==> config.mk <==
export PLATFORM = sky130hd
export DESIGN_NAME = graph_bfs_dfs_traversal
export DESIGN_NICKNAME = d
export VERILOG_FILES = /design/src/rtl/gtrav_pkg.sv /design/src/rtl/gtrav_ram.sv /design/src/rtl/gtrav_ctrl.sv /design/src/rtl/gtrav_dp.sv /design/src/rtl/graph_bfs_dfs_traversal.sv
export SDC_FILE = /design/constraint.sdc
export NUM_CORES = 1
export LEC_CHECK = 0
export ABC_AREA = 0
export BUFFER_PORTS_ARGS = -buffer_cell sky130_fd_sc_hd__buf_2
export CAP_MARGIN = 0
export CORE_MARGIN = 5
export CORE_UTILIZATION = 35
export DETAILED_ROUTE_END_ITERATION = 8
export SLEW_MARGIN = 0
export SYNTH_ARGS = -nofsm -noshare
export SYNTH_HDL_FRONTEND = slang
export SYNTH_HIERARCHICAL = 1
export SYNTH_SLANG_ARGS = --single-unit
==> constraint.sdc <==
create_clock -name clock -period 4.3 [get_ports clock]
set_input_delay 0.215 -clock clock [delete_from_list [all_inputs] [get_ports clock]]
set_output_delay 0.215 -clock clock [all_outputs]
set_load 0.03 [all_outputs]
==> src/rtl/gtrav_pkg.sv <==
// shared types, command codes and defaults for the graph traversal engine
`default_nettype none

package gtrav_pkg;

   // default number of vertices held in the adjacency matrix
   localparam int MAX_NODES_DEF = 16;

   // field widths
   localparam int VERTEX_W   = 4;
   localparam int CMD_W      = 2;
   localparam int VCOUNT_W   = 5;
   localparam int REQ_DATA_W = 8;
   localparam int RSP_DATA_W = 8;

   localparam logic [VCOUNT_W-1:0] VCOUNT_RESET = 5'd16;

   // request command codes
   localparam logic [CMD_W-1:0] CMD_CLEAR = 2'd0;
   localparam logic [CMD_W-1:0] CMD_ADD   = 2'd1;
   localparam logic [CMD_W-1:0] CMD_BFS   = 2'd2;
   localparam logic [CMD_W-1:0] CMD_DFS   = 2'd3;

   typedef logic [VERTEX_W-1:0] vertex_type;

   // commands from the controller to the datapath
   typedef struct packed {
      logic load;      // request taken, apply its command
      logic step;      // take the found neighbor, send the held vertex
      logic pop;       // read the next queue or stack entry
      logic load_cur;  // popped entry becomes the current vertex
      logic flush;     // send the held vertex as the final one
   } ctl_type;

   // status from the datapath to the controller
   typedef struct packed {
      logic found;     // current vertex has an unvisited neighbor in range
      logic empty;     // queue or stack holds nothing
      logic out_free;  // result register can take a vertex this cycle
      logic req_trav;  // waiting request is a traversal
      logic req_oob;   // waiting request starts beyond the matrix
   } sts_type;

endpackage

`default_nettype wire

==> src/rtl/gtrav_ram.sv <==
// generic single write port, single read port ram with registered read
`default_nettype none

module gtrav_ram #(
   parameter int WIDTH = 8,
   parameter int DEPTH = 16
) (
   input  wire logic                     clock,
   input  wire logic                     wr_en,
   input  wire logic [$clog2(DEPTH)-1:0] wr_addr,
   input  wire logic [WIDTH-1:0]         wr_data,
   input  wire logic                     rd_en,
   input  wire logic [$clog2(DEPTH)-1:0] rd_addr,
   output logic      [WIDTH-1:0]         rd_data
);

   logic [WIDTH-1:0] mem_ff [DEPTH];
   logic [WIDTH-1:0] rd_data_ff;

   // write port and registered read port
   always_ff @(posedge clock) begin
      if (wr_en) begin
         mem_ff[wr_addr] <= wr_data;
      end
      if (rd_en) begin
         rd_data_ff <= mem_ff[rd_addr];
      end
   end

   assign rd_data = rd_data_ff;

endmodule

`default_nettype wire

==> src/rtl/gtrav_ctrl.sv <==
// traversal controller: request handshake and sequencing of the datapath
`default_nettype none

module gtrav_ctrl (
   input  wire logic              clock,
   input  wire logic              reset,
   input  wire logic              req_tvalid,
   output logic                   req_tready,
   input  wire gtrav_pkg::sts_type sts,
   output gtrav_pkg::ctl_type     ctl
);

   localparam logic [1:0] ST_IDLE  = 2'd0;
   localparam logic [1:0] ST_SCAN  = 2'd1;
   localparam logic [1:0] ST_LOAD  = 2'd2;
   localparam logic [1:0] ST_FLUSH = 2'd3;

   logic [1:0] state_ff;
   logic [1:0] state_in;

   // next state and datapath commands
   always_comb begin
      state_in   = state_ff;
      ctl        = '0;
      req_tready = 1'b0;
      case (state_ff)
         ST_IDLE: begin
            // no request is taken while reset is held
            req_tready = !reset;
            if (req_tvalid && !reset) begin
               ctl.load = 1'b1;
               if (sts.req_trav) begin
                  state_in = sts.req_oob ? ST_FLUSH : ST_SCAN;
               end
            end
         end
         ST_SCAN: begin
            if (sts.found) begin
               ctl.step = sts.out_free;
            end else if (sts.empty) begin
               state_in = ST_FLUSH;
            end else begin
               ctl.pop  = 1'b1;
               state_in = ST_LOAD;
            end
         end
         ST_LOAD: begin
            ctl.load_cur = 1'b1;
            state_in     = ST_SCAN;
         end
         ST_FLUSH: begin
            if (sts.out_free) begin
               ctl.flush = 1'b1;
               state_in  = ST_IDLE;
            end
         end
         default: begin
            state_in = ST_IDLE;
         end
      endcase
   end

   // state register
   always_ff @(posedge clock) begin
      if (reset) begin
         state_ff <= ST_IDLE;
      end else begin
         state_ff <= state_in;
      end
   end

   // a traversal request always leads into a scan or straight to the final vertex
   a_trav_start: assert property (@(posedge clock) disable iff (reset)
      (req_tvalid && req_tready && sts.req_trav) |=>
         (state_ff == ST_SCAN || state_ff == ST_FLUSH))
      else $error("traversal request did not start a traversal");

   // a pop is always followed by loading the popped vertex
   a_pop_load: assert property (@(posedge clock) disable iff (reset)
      ctl.pop |=> ctl.load_cur)
      else $error("popped entry not loaded");

   // never two datapath actions at once
   a_one_cmd: assert property (@(posedge clock) disable iff (reset)
      $onehot0({ctl.load, ctl.step, ctl.pop, ctl.load_cur, ctl.flush}))
      else $error("conflicting datapath commands");

endmodule

`default_nettype wire

==> src/rtl/gtrav_dp.sv <==
// traversal datapath: adjacency matrix, visited marks, queue/stack and result register
`default_nettype none

module gtrav_dp #(
   parameter int MAX_NODES = gtrav_pkg::MAX_NODES_DEF
) (
   input  wire logic                               clock,
   input  wire logic                               reset,
   input  wire logic [gtrav_pkg::CMD_W-1:0]        req_cmd,
   input  wire gtrav_pkg::vertex_type              req_first,
   input  wire gtrav_pkg::vertex_type              req_second,
   input  wire logic                               csr_wr_en,
   input  wire logic [gtrav_pkg::VCOUNT_W-1:0]     csr_wr_data,
   input  wire gtrav_pkg::ctl_type                 ctl,
   output gtrav_pkg::sts_type                      sts,
   input  wire logic                               rsp_tready,
   output logic                                    rsp_tvalid,
   output gtrav_pkg::vertex_type                   rsp_vertex,
   output logic                                    rsp_last
);

   localparam int NW = $clog2(MAX_NODES);
   localparam int CW = $clog2(MAX_NODES + 1);

   typedef logic [NW-1:0]        node_type;
   typedef logic [MAX_NODES-1:0] row_type;

   row_type                          rows_ff [MAX_NODES];
   row_type                          rows_in [MAX_NODES];
   row_type                          visited_ff, visited_in;
   logic [gtrav_pkg::VCOUNT_W-1:0]   vcount_ff;
   gtrav_pkg::vertex_type            hold_ff, hold_in;
   node_type                         cur_ff, cur_in;
   logic                             dfs_ff, dfs_in;
   logic [CW-1:0]                    head_ff, head_in;
   logic [CW-1:0]                    top_ff, top_in;
   logic                             rsp_valid_ff, rsp_valid_in;
   gtrav_pkg::vertex_type            rsp_vertex_ff;
   logic                             rsp_last_ff;

   row_type                          col_mask;
   row_type                          cand;
   node_type                         found_idx;
   logic                             first_ok, second_ok;
   logic                             is_trav, out_free, emit;
   logic                             ram_wr_en;
   logic [NW-1:0]                    ram_wr_addr, ram_rd_addr;
   node_type                         ram_wr_data, ram_rd_data;
   logic [CW-1:0]                    top_dec;

   // request decode
   assign first_ok  = 32'(req_first) < 32'(MAX_NODES);
   assign second_ok = 32'(req_second) < 32'(MAX_NODES);
   assign is_trav   = (req_cmd == gtrav_pkg::CMD_BFS) || (req_cmd == gtrav_pkg::CMD_DFS);

   // columns below the configured vertex count
   always_comb begin
      for (int j = 0; j < MAX_NODES; j++) begin
         col_mask[j] = 32'(j) < 32'(vcount_ff);
      end
   end

   // lowest unvisited neighbor of the current vertex
   assign cand = rows_ff[cur_ff] & ~visited_ff & col_mask;

   always_comb begin
      found_idx = '0;
      for (int j = MAX_NODES - 1; j >= 0; j--) begin
         if (cand[j]) begin
            found_idx = node_type'(j);
         end
      end
   end

   assign out_free = !rsp_valid_ff || rsp_tready;
   assign emit     = ctl.step || ctl.flush;
   assign top_dec  = top_ff - CW'(1);

   // status to the controller
   always_comb begin
      sts          = '0;
      sts.found    = |cand;
      sts.empty    = head_ff == top_ff;
      sts.out_free = out_free;
      sts.req_trav = is_trav;
      sts.req_oob  = !first_ok;
   end

   // matrix updates for clear and add edge
   always_comb begin
      rows_in = rows_ff;
      if (ctl.load && req_cmd == gtrav_pkg::CMD_CLEAR) begin
         for (int r = 0; r < MAX_NODES; r++) begin
            rows_in[r] = '0;
         end
      end else if (ctl.load && req_cmd == gtrav_pkg::CMD_ADD && first_ok && second_ok) begin
         rows_in[node_type'(req_first)][node_type'(req_second)] = 1'b1;
         rows_in[node_type'(req_second)][node_type'(req_first)] = 1'b1;
      end
   end

   // traversal state updates
   always_comb begin
      visited_in = visited_ff;
      hold_in    = hold_ff;
      cur_in     = cur_ff;
      dfs_in     = dfs_ff;
      head_in    = head_ff;
      top_in     = top_ff;
      if (ctl.load) begin
         if (req_cmd == gtrav_pkg::CMD_CLEAR) begin
            visited_in = '0;
         end else if (is_trav) begin
            visited_in = '0;
            if (first_ok) begin
               visited_in[node_type'(req_first)] = 1'b1;
            end
            hold_in = req_first;
            cur_in  = node_type'(req_first);
            dfs_in  = req_cmd == gtrav_pkg::CMD_DFS;
            head_in = '0;
            top_in  = '0;
         end
      end else if (ctl.step) begin
         visited_in[found_idx] = 1'b1;
         hold_in = gtrav_pkg::vertex_type'(found_idx);
         top_in  = top_ff + CW'(1);
         if (dfs_ff) begin
            cur_in = found_idx;
         end
      end else if (ctl.pop) begin
         if (dfs_ff) begin
            top_in = top_dec;
         end else begin
            head_in = head_ff + CW'(1);
         end
      end else if (ctl.load_cur) begin
         cur_in = ram_rd_data;
      end
   end

   // queue and stack share one ram: bfs pushes found vertices, dfs pushes the parent
   assign ram_wr_en   = ctl.step;
   assign ram_wr_addr = top_ff[NW-1:0];
   assign ram_wr_data = dfs_ff ? cur_ff : found_idx;
   assign ram_rd_addr = dfs_ff ? top_dec[NW-1:0] : head_ff[NW-1:0];

   gtrav_ram #(
      .WIDTH (NW),
      .DEPTH (MAX_NODES)
   ) u_pend_ram (
      .clock   (clock),
      .wr_en   (ram_wr_en),
      .wr_addr (ram_wr_addr),
      .wr_data (ram_wr_data),
      .rd_en   (ctl.pop),
      .rd_addr (ram_rd_addr),
      .rd_data (ram_rd_data)
   );

   // result register valid
   always_comb begin
      rsp_valid_in = rsp_valid_ff;
      if (emit) begin
         rsp_valid_in = 1'b1;
      end else if (rsp_tready) begin
         rsp_valid_in = 1'b0;
      end
   end

   // control registers
   always_ff @(posedge clock) begin
      if (reset) begin
         for (int r = 0; r < MAX_NODES; r++) begin
            rows_ff[r] <= '0;
         end
         visited_ff   <= '0;
         vcount_ff    <= gtrav_pkg::VCOUNT_RESET;
         head_ff      <= '0;
         top_ff       <= '0;
         rsp_valid_ff <= 1'b0;
      end else begin
         rows_ff      <= rows_in;
         visited_ff   <= visited_in;
         head_ff      <= head_in;
         top_ff       <= top_in;
         rsp_valid_ff <= rsp_valid_in;
         if (csr_wr_en) begin
            vcount_ff <= csr_wr_data;
         end
      end
   end

   // payload registers
   always_ff @(posedge clock) begin
      hold_ff <= hold_in;
      cur_ff  <= cur_in;
      dfs_ff  <= dfs_in;
      if (emit) begin
         rsp_vertex_ff <= hold_ff;
         rsp_last_ff   <= ctl.flush;
      end
   end

   assign rsp_tvalid = rsp_valid_ff;
   assign rsp_vertex = rsp_vertex_ff;
   assign rsp_last   = rsp_last_ff;

   // a vertex is only sent when the result register can take it
   a_no_overwrite: assert property (@(posedge clock) disable iff (reset)
      emit |-> out_free)
      else $error("result overwritten before it was taken");

   // the final vertex shows up flagged in the next cycle
   a_flush_last: assert property (@(posedge clock) disable iff (reset)
      ctl.flush |=> (rsp_tvalid && rsp_last))
      else $error("final vertex not flagged");

   // queue read pointer never passes the write pointer
   a_queue_order: assert property (@(posedge clock) disable iff (reset)
      head_ff <= top_ff)
      else $error("queue head passed tail");

endmodule

`default_nettype wire

==> src/rtl/graph_bfs_dfs_traversal.sv <==
// Graph traversal engine over a bit adjacency matrix (top level).
//
// Requests arrive on req_*: req_tuser carries the command (clear, add edge,
// breadth-first, depth-first), req_tdata the two vertex numbers. Results
// leave on rsp_*: rsp_tdata carries the visited vertex, rsp_tlast marks the
// final vertex of a traversal. Clear and add edge give no result. A
// traversal runs over the matrix one neighbor search per cycle while the
// receiver keeps up; the search waits while the result register is full.
// Each vertex taken from the queue or stack is popped with a registered read
// of the queue/stack memory and then loaded as the current vertex; once the
// queue or stack is found empty, the final vertex is sent.
// The start vertex is sent first: by the scan that follows the request when
// it has a neighbor in range, else as the final vertex from the flush
// state.
// New requests are taken only once the final vertex of the previous
// traversal has been placed in the result register.
// The result register holds its vertex while rsp_tready is low; the search
// then waits and nothing is dropped. Reset clears the matrix, the visited
// marks and the result register, and sets the vertex count to 16.
// csr_wr_en writes the vertex count; write it only while no traversal runs.
`default_nettype none

module graph_bfs_dfs_traversal #(
   parameter int MAX_NODES = gtrav_pkg::MAX_NODES_DEF
) (
   input  wire logic                                clock,
   input  wire logic                                reset,
   input  wire logic                                req_tvalid,
   output logic                                     req_tready,
   input  wire logic [gtrav_pkg::REQ_DATA_W-1:0]    req_tdata,  // first_vertex, second_vertex
   input  wire logic [gtrav_pkg::CMD_W-1:0]         req_tuser,  // cmd
   output logic                                     rsp_tvalid,
   input  wire logic                                rsp_tready,
   output logic [gtrav_pkg::RSP_DATA_W-1:0]         rsp_tdata,  // visited_vertex, zero pad
   output logic                                     rsp_tlast,  // last_vertex
   input  wire logic                                csr_wr_en,
   input  wire logic [gtrav_pkg::VCOUNT_W-1:0]      csr_wr_data
);

   gtrav_pkg::ctl_type    ctl;
   gtrav_pkg::sts_type    sts;
   gtrav_pkg::vertex_type req_first, req_second, rsp_vertex;

   // request field unpacking
   assign req_first  = req_tdata[gtrav_pkg::VERTEX_W-1:0];
   assign req_second = req_tdata[2*gtrav_pkg::VERTEX_W-1:gtrav_pkg::VERTEX_W];

   gtrav_ctrl u_ctrl (
      .clock      (clock),
      .reset      (reset),
      .req_tvalid (req_tvalid),
      .req_tready (req_tready),
      .sts        (sts),
      .ctl        (ctl)
   );

   gtrav_dp #(
      .MAX_NODES (MAX_NODES)
   ) u_dp (
      .clock       (clock),
      .reset       (reset),
      .req_cmd     (req_tuser),
      .req_first   (req_first),
      .req_second  (req_second),
      .csr_wr_en   (csr_wr_en),
      .csr_wr_data (csr_wr_data),
      .ctl         (ctl),
      .sts         (sts),
      .rsp_tready  (rsp_tready),
      .rsp_tvalid  (rsp_tvalid),
      .rsp_vertex  (rsp_vertex),
      .rsp_last    (rsp_tlast)
   );

   // result packing
   assign rsp_tdata = {{(gtrav_pkg::RSP_DATA_W-gtrav_pkg::VERTEX_W){1'b0}}, rsp_vertex};

endmodule

`default_nettype wire

==> results of run 1 <==
## worst max-delay path by stage
| stage | startpoint | to | slack (ns) | depth (start not counted) |
|---|---|---|---|---|
| final | u_dp/cur_ff[2] | u_dp/u_pend_ram/mem_ff[0][3] | 0.33 | 14 |
| after floorplan | u_dp/cur_ff[3] | u_dp/top_ff[1] | 0.23 | 17 |
| after global routing | u_dp/cur_ff[2] | u_dp/top_ff[1] | 0.03 | 15 |
| after global placement | u_dp/cur_ff[3] | u_dp/top_ff[1] | 0.26 | 15 |
| after CTS | u_dp/cur_ff[1] | u_dp/top_ff[3] | 0.11 | 16 |
| after detailed placement | u_dp/cur_ff[1] | u_dp/top_ff[3] | 0.15 | 16 |
## state kept, by name, summed over array words and instances (netlist names)
register / cells
u_dp/hold_ff: 4
u_dp/cur_ff: 4
u_dp/rows_ff: 256
u_dp/head_ff: 5
u_dp/rsp_tvalid: 1
u_dp/dfs_ff: 1
u_dp/visited_ff: 16
u_dp/u_pend_ram/mem_ff: 64
u_dp/u_pend_ram/rd_data: 4
u_dp/rsp_last: 1
u_dp/vcount_ff: 5
u_dp/rsp_vertex: 4
u_dp/top_ff: 5
u_ctrl/state_ff: 2
## power groups by stage
stage          logic (mW)  clock network, mW  registers (mW)
6_report             1.10               3.63            3.71
5_1_grt              1.17               3.84            3.71
4_1_cts              1.07               3.70            3.71
3_5_place_dp         1.06                  0            3.78
3_3_place_gp         1.06                  0            3.78
2_1_floorplan       0.720                  0            3.76
## cell usage after synthesis, types with 8 or more instances
| library cell | n | area [µm²] |
|---|---|---|
| dfxtp_1 | 290 | 5810 |
| o21a_1 | 257 | 1930 |
| o22ai_1 | 121 | 757 |
| nand2_1 | 97 | 364 |
| clkbuf_1 | 95 | 357 |
| mux2i_1 | 94 | 941 |
| edfxtp_1 | 82 | 2460 |
| nor2_1 | 82 | 308 |
| nand3_1 | 42 | 210 |
| o21ai_0 | 34 | 170 |
| a21oi_1 | 30 | 150 |
| a22oi_1 | 30 | 225 |
| nor2b_1 | 27 | 169 |
| mux4_1 | 18 | 473 |
| nor3_1 | 18 | 90.1 |
| mux4_2 | 16 | 360 |
| buf_4 | 15 | 113 |
| inv_1 | 15 | 56.3 |
| nand4_1 | 15 | 93.8 |
| o211ai_1 | 11 | 82.6 |
| nand2b_1 | 9 | 56.3 |
| and2_1 | 8 | 50.1 |
| buf_6 | 8 | 90.1 |
## critical path, delay by kind of cell (launching register included)
family	cells	cell delay (ns)
AND/OR/NAND/NOR	9	2.10
AO/OA/AOI/OAI	1	0.37
flip-flops	1	0.42
multiplexers	1	0.24
buffers and inverters	3	0.55
## per-layer routing
| layer | vias up | share of wire | global-route usage |
|---|---|---|---|
| met2 | 581 | 0.44 | 0.303 |
| li1 | 5934 | - | - |
| met4 | 4 | 0.044 | 0.0856 |
| met5 | - | 0.00039 | 0 |
| met1 | 6525 | 0.43 | 0.273 |
| met3 | 125 | 0.083 | 0.0409 |
## area by class of cell
class	count	area [µm²]
sequential	372	8270
clock inverter	22	256
tap	607	759
inverter	15	56.3
timing repair buffer	93	806
multi-input combinational	1052	7730
fill	4459	27700
clock buffer	53	1120
antenna	1	2.50
## stage by stage
stage          instance area [µm²]   util
3_5_place_dp                 17500  0.374
3_3_place_gp                 17500  0.374
4_1_cts                      19000  0.406
5_1_grt                      19000  0.406
2_1_floorplan                16700      -
6_report                     19000  0.406
## cells by family (layout without fill, tap and decap cells)
kind of cell               Yosys count  in the layout
AOI/OAI and AO/OA                  556            556
xor gates and xnor gates            13             13
adders and majority gates            3              3
buffers and inverters              146            183
DFF                                372            372
muxes                              136            136
other                                2              6
and+or+nand+nor                    339            339
## timing repair
action	4_1_cts	5_1_grt
endpoints found under the setup margin	0	33
resized for setup	0	7
endpoints found under the hold margin	7	0
hold buffers	9	0
buffers inserted	0	2
==> reports/results.txt, run 1 <==
Fin Clk Skew: 0.0208 ns
Sequential share of the synthesized area: 0.497
Routed len/inst: 24.3 µm
Mean cell area of the mapped netlist: 10.6 µm²
Longest Clk Path Bufs: 3
Switching Fraction: 0.264
Distinct cells, synth: 83
Setup crit start kind: flop
Post-Layout Cell Count: 2215
First DRT Iteration DRCs: 1481
Vias in the first global route: 12761
Most frequent cells in the layout: dfxtp_1 (290), o21a_1 (257), o22ai_1 (121)
Setup_tns: 0 ns
CTS sink cnt: 372
Outcome: complete, no violations
Clock Power Share: 0.430
Period utilization: 0.924
Combinational share of power: 0.130
Die area: 0.0520 mm²
Die height: 228 µm
Worst Path Required: 4.58 ns
Worst hold start: csr_wr_en
Peak supply drop: 301 µV
EDFF count, synth: 82
Slowest CP cell: or4_1
Data arrival, critical path: 4.25 ns
Final setup viols: 0
Reg-to-reg critical path endpoint: u_dp/u_pend_ram/mem_ff[0][3]
Cell Count Post-Placement: 2128
Synthesis Warnings: 6
Synth Cell Area: 0.0166 mm²
Final Slew Violations: 0
PortBufs: 26
Critical path class: flop to flop
Hold_ws: 0.0349 ns
Core Area: 0.0468 mm²
Routability cong.: 0.971
Share of synthesized registers carrying an async set or reset: 0
CTS tree: yes
R2R depth: 14
Post-synthesis register bit count: 372
GRT overflow: 0
Crit-path most repeated cell: buf_12
Hpwl dp: 37000 µm
Detail Route Antenna Nets: 0
Commonest non-fill, non-tap cell in the layout: dfxtp_1
Adder-cell share of the synthesized area: 0.00226
Via count: 13169
Worst flop-to-flop path startpoint: u_dp/cur_ff[2]
Pwr per Cell Area: 444 mW/mm²
CP max FO: 22
Post-synthesis xor/xnor area fraction: 0.00684
Main synth FF type: dfxtp_1
Total Power: 8.44 mW
Later-pin clock latency in the skew report: 0.57 ns
FP Rows: 79
Synth Area in Simple Gates: 0.100
Layout cells sized above 1: 0.124
Post-Route WL: 53700 µm
Largest family of logic cells by synthesized area: compound AO/OA/AOI/OAI gates
RSZ-0062 raised after global routing: false
CP peak stage delay: 0.57 ns
Clock Root Buffer: clkbuf_16
Pre-Repair DR Iteration Count: 6
Ports: 31
Vias per cell: 5.95
CTS Buf Count: 42
Clock-pin slew of the registers on the worst-case setup and hold paths: 0.06 ns
Multiplexer share of the synthesized area: 0.112
P&R area growth vs syn: 14.2%
Least-Margin Pin Slew: 1.18 ns
Aggregate global-route resource usage: 0.198
Switching Power: 2.23 mW
FMAX: 252 MHz
Part of the power in registers: 0.439
Relative slew slack: 0.211
Maximum Capacitance Violations: 0
Hold EP: u_dp/vcount_ff[1]
Final min period: 3.97 ns
Chip Width: 228 µm
Global-route wire length before repair: 80700 µm
Worst-path cell chain: buf_12, mux4_2, nor2b_1, or4_1, a221oi_1, or2_2, nor3_2, nand3_2, nand2_1, nor3_4, buf_12, or3b_2, nor3_1, buf_4
Initial antenna violation count: 3
Compound-Gate Fraction of Synth Area: 0.239
Hold Path Depth: 3
DRC: 0
Nets@finish: 1599
Effective utilization at floorplan: 0.356
Crit end category: flop
Hold crit path type: input pin to flop
Syn Inst Count: 1567
Hold Violations, Final: 0
P_int: 6.21 mW
Largest net degree at the start of global routing: 65
Setup slack, reg-to-reg: 0.33 ns
Fin worst setup slack: 0.328 ns
Static Leakage: 6.81 nW
Post-Place Setup Slack: 0.152 ns
H-tree Lvls: 2
Note: power is estimated with default switching activity, not from simulation.
==> run 2: changes to the inputs <==
- PLACE_DENSITY_LB_ADDON: not set -> 0.08
==> run 2 against run 1 <==
  * Worst setup slack got worse by 0.12 ns
  * Sequential power about the same
  * Count of clock-buffer cells in the layout increased by 16
  * Clock power about the same
  * Worst hold slack got worse by 0.0097 ns
  * Sequential share of layout area about the same
  * Combinational power about the same
  * Maximum frequency decreased by 3.0%
  * Wire length increased by 10%
  * Clock skew about the same
  * Critical path depth unchanged
  * Critical path type unchanged
  * Largest power group unchanged
  * Highest routed layer is now met4
==> reports/results.txt, run 2 (synthesized netlist as in run 1, its figures left out) <==
Outcome: complete, no violations
Final Slew Violations: 0 (unchanged)
Effective utilization at floorplan: 0.356 (unchanged)
Most frequent cells in the layout: dfxtp_1 (290), o21a_1 (257), o22ai_1 (121)
Pre-Repair DR Iteration Count: 5 (-1)
Pwr per Cell Area: 445 mW/mm² (+0.31%)
PortBufs: 26 (unchanged)
Aggregate global-route resource usage: 0.221 (+0.0232)
Setup_tns: 0 ns (unchanged)
Hold Violations, Final: 0 (unchanged)
Die area: 0.0520 mm² (unchanged)
Setup crit start kind: flop
Routed len/inst: 26.7 µm (+10%)
Post-Route WL: 59300 µm (+10%)
First DRT Iteration DRCs: 1126 (-24%)
Later-pin clock latency in the skew report: 0.57 ns (about the same)
Initial antenna violation count: 2 (-1)
Crit end category: flop
Hpwl dp: 41800 µm (+13%)
Critical path class: flop to flop
Largest net degree at the start of global routing: 193 (+200%)
Hold_ws: 0.0252 ns (-0.00973 ns)
Ports: 31 (unchanged)
Layout cells sized above 1: 0.131 (+0.00636)
CTS sink cnt: 372 (unchanged)
Via count: 13005 (-1.2%)
Core Area: 0.0468 mm² (unchanged)
Least-Margin Pin Slew: 1.22 ns (+0.0390 ns)
Hold crit path type: input pin to flop
R2R depth: 14 (unchanged)
Commonest non-fill, non-tap cell in the layout: dfxtp_1
Final min period: 4.09 ns (+0.121 ns)
Number of flip-flops in the largest register: 256 (unchanged)
Period utilization: 0.952 (+0.0282)
Hold Path Depth: 3 (unchanged)
Data arrival, critical path: 4.37 ns (+0.12 ns)
Largest regs: u_dp/rows_ff: 256 flops, u_dp/u_pend_ram/mem_ff: 64 flops, u_dp/visited_ff: 16 flops
Relative slew slack: 0.183 (-0.0283)
P&R area growth vs syn: 14.2% (about the same)
Largest reg by FF count: u_dp/rows_ff
Post-CTS setup buffer count: 0 (unchanged)
Routability cong.: 1.01 (+3.7%)
Die height: 228 µm (unchanged)
Worst Path Required: 4.58 ns (about the same)
DRC: 0 (unchanged)
CTS tree: yes
FMAX: 244 MHz (-3.0%)
FP Rows: 79 (unchanged)
H-tree Lvls: 2 (unchanged)
Maximum Capacitance Violations: 0 (unchanged)
Chip Width: 228 µm (unchanged)
Total Power: 8.46 mW (+0.26%)
Fin Clk Skew: 0.0210 ns (+0.000259 ns)
Clock-pin slew of the registers on the worst-case setup and hold paths: 0.06 ns (about the same)
Static Leakage: 6.82 nW (+0.20%)
RSZ-0062 raised after global routing: false
Clock Root Buffer: clkbuf_16
Longest Clk Path Bufs: 3 (unchanged)
Vias in the first global route: 12678 (-0.65%)
Nets@finish: 1605 (+0.38%)
CTS Buf Count: 44 (+4.8%)
Detail Route Antenna Nets: 0 (unchanged)
CP max FO: 23 (+4.5%)
Global-route wire length before repair: 87700 µm (+8.6%)
Peak supply drop: 267 µV (-11%)
Final setup viols: 0 (unchanged)
GRT overflow: 0 (unchanged)
Number of fill cells in the layout: 4593 (+3.0%)
Vias per cell: 5.85 (-1.6%)
run 2: changes by cell type in the layout (fill, tap and decap cells not counted), sizes merged:
cell,before,now
inv,18,16
clkinv,13,6
diode,1,2
clkbuf,53,69
bufinv,5,0
buf,84,88
run 2: repair_timing:
action / CTS / global route
resized for setup: 0 / 7
hold buffers: 9 / 0
endpoints found under the hold margin: 7 / 0
endpoints found under the setup margin: 0 / 25
run 2: per-layer routing:
layer  global-route usage  vias to the layer above  routed length [µm]
li1                     -                     5958                   -
met1                0.316                     6604               28000
met2                0.348                      350               26400
met3               0.0340                       93                3140
met4               0.0675                        0                1730
met5                    0                        -                   0
run 2: power breakdown:
part,total [mW],switching (mW),leakage [nW],internal (mW)
clock,3.64,1.47,0.702,2.17
combinational,1.11,0.726,3.03,0.386
sequential,3.71,0.0535,3.09,3.66
run 2: metrics by stage:
stage / instances / instance area (µm²) / worst slack, ns / utilization
floorplan: 1570 / 16700 / 0.231 / -
global placement: 2134 / 17500 / 0.195 / 0.373
detailed placement: 2134 / 17500 / 0.129 / 0.373
CTS: 2220 / 19000 / 0.0922 / 0.406
global route: 2220 / 19000 / 0.0496 / 0.406
finish: 2222 / 19000 / 0.207 / 0.406
run 2: critical path, cell delays in order, from the launching register on:
cell	delay, ns
edfxtp_1	0.40
buf_12	0.21
mux4_1	0.65
mux4_2	0.56
nor3b_1	0.23
nor4_2	0.33
nand3_2	0.20
nand2_1	0.12
nor3_2	0.05
buf_4	0.18
buf_4	0.19
nor2_1	0.11
a221oi_1	0.08
nor2_1	0.28
buf_4	0.21
run 2: path summary, 6_finish.rpt:
| check | from | end | slack, ns |
|---|---|---|---|
| setup / recovery | u_dp/cur_ff[2] | u_dp/cur_ff[2] | 0.21 |
| hold / removal | csr_wr_en | u_dp/vcount_ff[0] | 0.03 |
| setup reg to reg | u_dp/cur_ff[2] | u_dp/cur_ff[2] | 0.21 |
| hold reg to reg | u_dp/hold_ff[2] | u_dp/rsp_vertex[2] | 0.42 |
run 2: cell type report:
type | count | area (µm²) | area share
clock buffers | 69 | 1360 | 0.0718
well taps | 607 | 759 | 0.0400
clock inverters | 8 | 47.5 | 0.00250
repair buffers | 97 | 764 | 0.0402
flip-flops and latches | 372 | 8270 | 0.435
diodes | 2 | 5.00 | 0.000263
inverters | 15 | 56.3 | 0.00296
multi-input cells | 1052 | 7730 | 0.407
